**src/rtl/bhft_ram.sv**
```systemverilog
// Generic single-port write, single-port registered-read RAM.
`default_nettype none
module bhft_ram #(
    parameter int WIDTH = 32,
    parameter int DEPTH = 64
) (
    input  wire logic                     clk,
    input  wire logic                     we,
    input  wire logic [$clog2(DEPTH)-1:0] waddr,
    input  wire logic [WIDTH-1:0]         wdata,
    input  wire logic [$clog2(DEPTH)-1:0] raddr,
    output logic      [WIDTH-1:0]         rdata
);
    logic [WIDTH-1:0] mem [DEPTH];

    always_ff @(posedge clk)
    begin
        if (we)
            mem[waddr] <= wdata;
        rdata <= mem[raddr];
    end
endmodule
`default_nettype wire

```
**config.mk**
```make
export PLATFORM = sky130hd
export DESIGN_NAME = bhft_ram
export DESIGN_NICKNAME = d
export VERILOG_FILES = /design/src/rtl/bhft_ram.sv
export SDC_FILE = /design/constraint.sdc
export NUM_CORES = 2
export LEC_CHECK = 0
export ABC_CLOCK_PERIOD_IN_PS = 4700
export BUFFER_PORTS_ARGS = -buffer_cell sky130_fd_sc_hd__buf_2
export CAP_MARGIN = 20
export CORE_ASPECT_RATIO = 1.2
export CORE_MARGIN = 3
export CORE_UTILIZATION = 34
export CTS_CLUSTER_SIZE = 16
export DETAILED_ROUTE_END_ITERATION = 6
export SLEW_MARGIN = 20
export SYNTH_ARGS = -nofsm -noshare
export SYNTH_HDL_FRONTEND = slang
export SYNTH_SLANG_ARGS = --single-unit
```
**constraint.sdc**
```tcl
create_clock -name clk -period 4.7 [get_ports clk]
set_input_delay 0.47 -clock clk [delete_from_list [all_inputs] [get_ports clk]]
set_output_delay 0.47 -clock clk [all_outputs]
set_load 0.02 [all_outputs]
```
Word-level counts from Yosys, hierarchy flattened
Memories as Yosys holds them, arrays and structs flattened. A register that Yosys moved wholly into a read port is not among the register bits.
Index checks and enable logic that the tools add are counted.

storage, ports and cells
  memory bits (writable) = 2048
  bits of input ports = 46
  memories kept = 1
  register bits = 0

memory list
  name  words  width  read ports  clocked after Yosys merged registers in  wr ports  RTL line  source
  mem   64     32     1           1                                        1         14        logic [WIDTH-1:0] mem [DEPTH];

operators by class
  multiplexer cells = 2

operator list
  cell              number
  2-to-1 mux 1 bit  2

Logic depth before layout (Yosys ltp)
  word-level depth = 2
  gate-level depth with buffers = 10
  depth with buffers taken out = 5

Least setup slack after synthesis
Ideal clock, no wire load.

  kind = input-to-reg
  start point = input port waddr[3]
  end point = memory mem[48][0], enable pin
  required time = 4.239 ns
  buffers on the path = 1
  path slack = 1.070 ns
  cell stages on the path = 4
  arrival = 3.169 ns
  path through = clkbuf_1 nor2b_1 nand4b_1 nor3_1

RTL lines
  element      RTL line  source
  from (decl)  9         input wire logic [$clog2(DEPTH)-1:0] waddr,
  to (decl)    14

No word-level cell before the write port.

==> summary.txt <==
FMAX -> 331 MHz
Later-pin clock latency in the skew report -> 0.84 ns
TritonCTS clock tree -> done
Final Hold Fails -> 0
Residual DRC -> 0
Gr ovfl total -> 0
Core area -> 229000 µm²
CTS Hold Buffers Added -> 0
Die W -> 445 µm
Mapped Nets -> 3370
Final setup vio count -> 0
WP data arrival -> 3.68 ns
Initial Utilization -> 0.343
Slowest-stage cell, CP -> a21oi_1
Post-synthesis adder-cell area fraction -> 0
Drt pass-1 iters -> 6
CP max FO -> 43
XOR/XNOR Fraction of Synth Area -> 0
Largest family of logic cells by synthesized area -> multiplexers
WL final -> 203 mm
Clock Pin Slew Worst Setup and Hold Paths -> 0.06 ns
Layout Nets -> 3643
Crit Path Category -> primary input to flip-flop
Slew margin rel. -> 0.229
Status -> complete, no violations
Worst-Margin Slew -> 1.15 ns
First-pass GRT wire length -> 288 mm
RSZ-0062 raised after global routing -> false
Peak supply drop -> 0.387 mV
Synthesized flop and latch total -> 2080
Ys async rst share -> 0
Max cap viols -> 0
CTS Sinks -> 2080
I/O Buffers -> 77
Final critical-path required period -> 3.02 ns
GR Util All Layers -> 0.170
Final Core Density -> 0.395
Placer congestion estimate -> 0.772
Most frequent CP cell -> nor2_1
# rows -> 192
Main flop type after synthesis -> edfxtp_1
Die Span Y -> 532 µm
Pwr/cell area -> 425 nW/µm²
Fraction of layout cells with a size suffix above 1 -> 0.303
Dpl cells -> 6402
Total vias in the final route -> 36381
HPWL after DPL -> 119 mm
Mean Syn Cell Area -> 23.6 µm²
Clk_skew -> 0.0296 ns
Register area share after synthesis -> 0.791
Yosys cell types -> 34
Max clock buf depth -> 3
1st-iter DRT viols -> 4202
Min Hold Slack -> 0.170 ns
FILL cells -> 20000
IO Count -> 78
Leak pwr -> 27.8 nW
CP required -> 5.36 ns
DR WL/cell -> 29.9 µm
H-tree levels -> 4
Post-synthesis mux area share -> 0.168
Setup TNS Final -> 0 ns
Cells after synthesis -> 3324
Vias in the first global route -> 37487
Die area -> 237000 µm²
Area Growth Syn to Fin -> 15.2%
Slowest Stage Delay on Critical Path -> 0.83 ns
Resized Gates After CTS -> 0
Fin. max-slew vios -> 0
Drt via density -> 5.36
FF/Latch Area -> 62100 µm²
Initial antenna violation count -> 29
CP endpoint kind -> flip-flop
CTS root buffer -> clkbuf_16
Post-Syn Area -> 78500 µm²
Post-CTS setup repair buffer count -> 0
Antenna viol nets, final -> 0
Area of the multi-input gates -> 16000 µm²
Crit path launch type -> primary input
TritonCTS Buffers -> 199
Fin cells -> 6787
Hold crit path type -> primary input to flip-flop
Post-Synth Simple-Gate Area -> 0.0127
Compound-Gate Fraction of Synth Area -> 0.0167
Post-synth EDFFs -> 2048
Synthesis Warnings -> 0
Largest net degree at the start of global routing -> 86
Tcrit/Tclk final -> 0.642
Cell Chain, Critical Path -> buf_6, buf_4, nand2b_1, o22ai_1, nor2_1, a21oi_1, nor2_1
## worst max-delay path: cells and delay by family
kind                   cells  cell delay (ns)
and+or+nand+nor            3             0.76
AOI/OAI and AO/OA          2             1.14
buffers and inverters      2             1.22
## kinds of logic (layout without fill, tap and decap cells)
group,Yosys count,in the layout
mux,637,637
buf+inv,182,622
compound gates,202,202
simple gates,223,223
flops,2080,2080
other cells,0,16
## cell usage after synthesis, types with 3 or more instances
cell type / instances / area (µm²)
nand2b_1: 8 / 50.1
mux2i_1: 93 / 931
dfxtp_1: 32 / 641
buf_4: 25 / 188
o221ai_1: 27 / 236
nand3_1: 5 / 25.0
nor2_1: 137 / 514
nand2_1: 26 / 97.6
o22ai_1: 84 / 526
or3b_2: 3 / 26.3
buf_6: 5 / 56.3
o32ai_1: 4 / 35.0
edfxtp_1: 2048 / 61500
clkbuf_1: 74 / 278
a41o_1: 4 / 40.0
mux4_2: 544 / 12300
buf_2: 57 / 285
nand3b_1: 5 / 37.5
nor2b_1: 15 / 93.8
buf_1: 21 / 78.8
a311oi_1: 8 / 70.1
or3_1: 3 / 18.8
nor3_1: 7 / 35.0
and3_1: 4 / 25.0
a21oi_1: 62 / 310
a22oi_1: 12 / 90.1
## cell usage in the layout (no fill, tap or decap), types with 4 or more instances in the layout
cell type / count
o22ai_1: 84
diode_2: 16
clkinv_1: 39
nand3_1: 5
nor2_4: 62
a21oi_1: 62
nor2_1: 75
a311oi_1: 8
clkinv_2: 28
nand2b_1: 7
clkbuf_8: 8
clkbuf_16: 204
nand3b_1: 5
nor2b_1: 15
buf_2: 58
dfxtp_1: 32
a41o_1: 4
mux4_2: 544
inv_6: 5
o221ai_1: 27
clkbuf_1: 55
mux2i_1: 93
edfxtp_1: 2048
a22oi_1: 12
o32ai_1: 4
nor3_1: 5
buf_12: 24
buf_4: 167
and3_1: 4
clkinv_8: 5
bufinv_16: 18
nand2_1: 26
## final timing paths
path	from	slack, ns	depth (start not counted)	end
max	raddr[3]	1.68	7	rdata[6]
min	wdata[27]	0.17	1	mem[40][27]
max reg2reg	mem[15][25]	2.35	4	rdata[25]
min reg2reg	mem[28][8]	0.86	4	rdata[8]
## per-stage QoR
step	power [mW]	area [µm²]	setup slack, ns
after detailed placement	23.0	83900	0.761
after global routing	39.5	90400	1.70
final	38.4	90400	1.68
after CTS	38.7	90300	1.65
after floorplan	22.0	78500	1.07
after global placement	23.0	83900	0.760
## power by group
group	switching (mW)	internal, mW
sequential	0.0992	20.5
combinational	1.21	0.716
clock	6.76	9.07
## sequential cells by signal (all words and copies together), names as in the netlist
signal and flops:
mem 2048, rdata 32
## routing by layer
| layer | wire, µm | track usage | vias up |
|---|---|---|---|
| li1 | - | - | 14850 |
| met1 | 79100 | 0.219 | 19996 |
| met2 | 106000 | 0.299 | 1271 |
| met3 | 11900 | 0.0271 | 256 |
| met4 | 5580 | 0.0464 | 8 |
| met5 | 55 | 0 | - |
## area by class of cell
cell class | count | share of cell area
Clock buffer | 267 | 0.0599
Tap cell | 3007 | 0.0416
Antenna cell | 16 | 0.000443
Multi-Input combinational cell | 1062 | 0.177
Sequential cell | 2080 | 0.687
Clock inverter | 101 | 0.0111
Timing Repair Buffer | 254 | 0.0233
(Power assumes the default switching activity.)
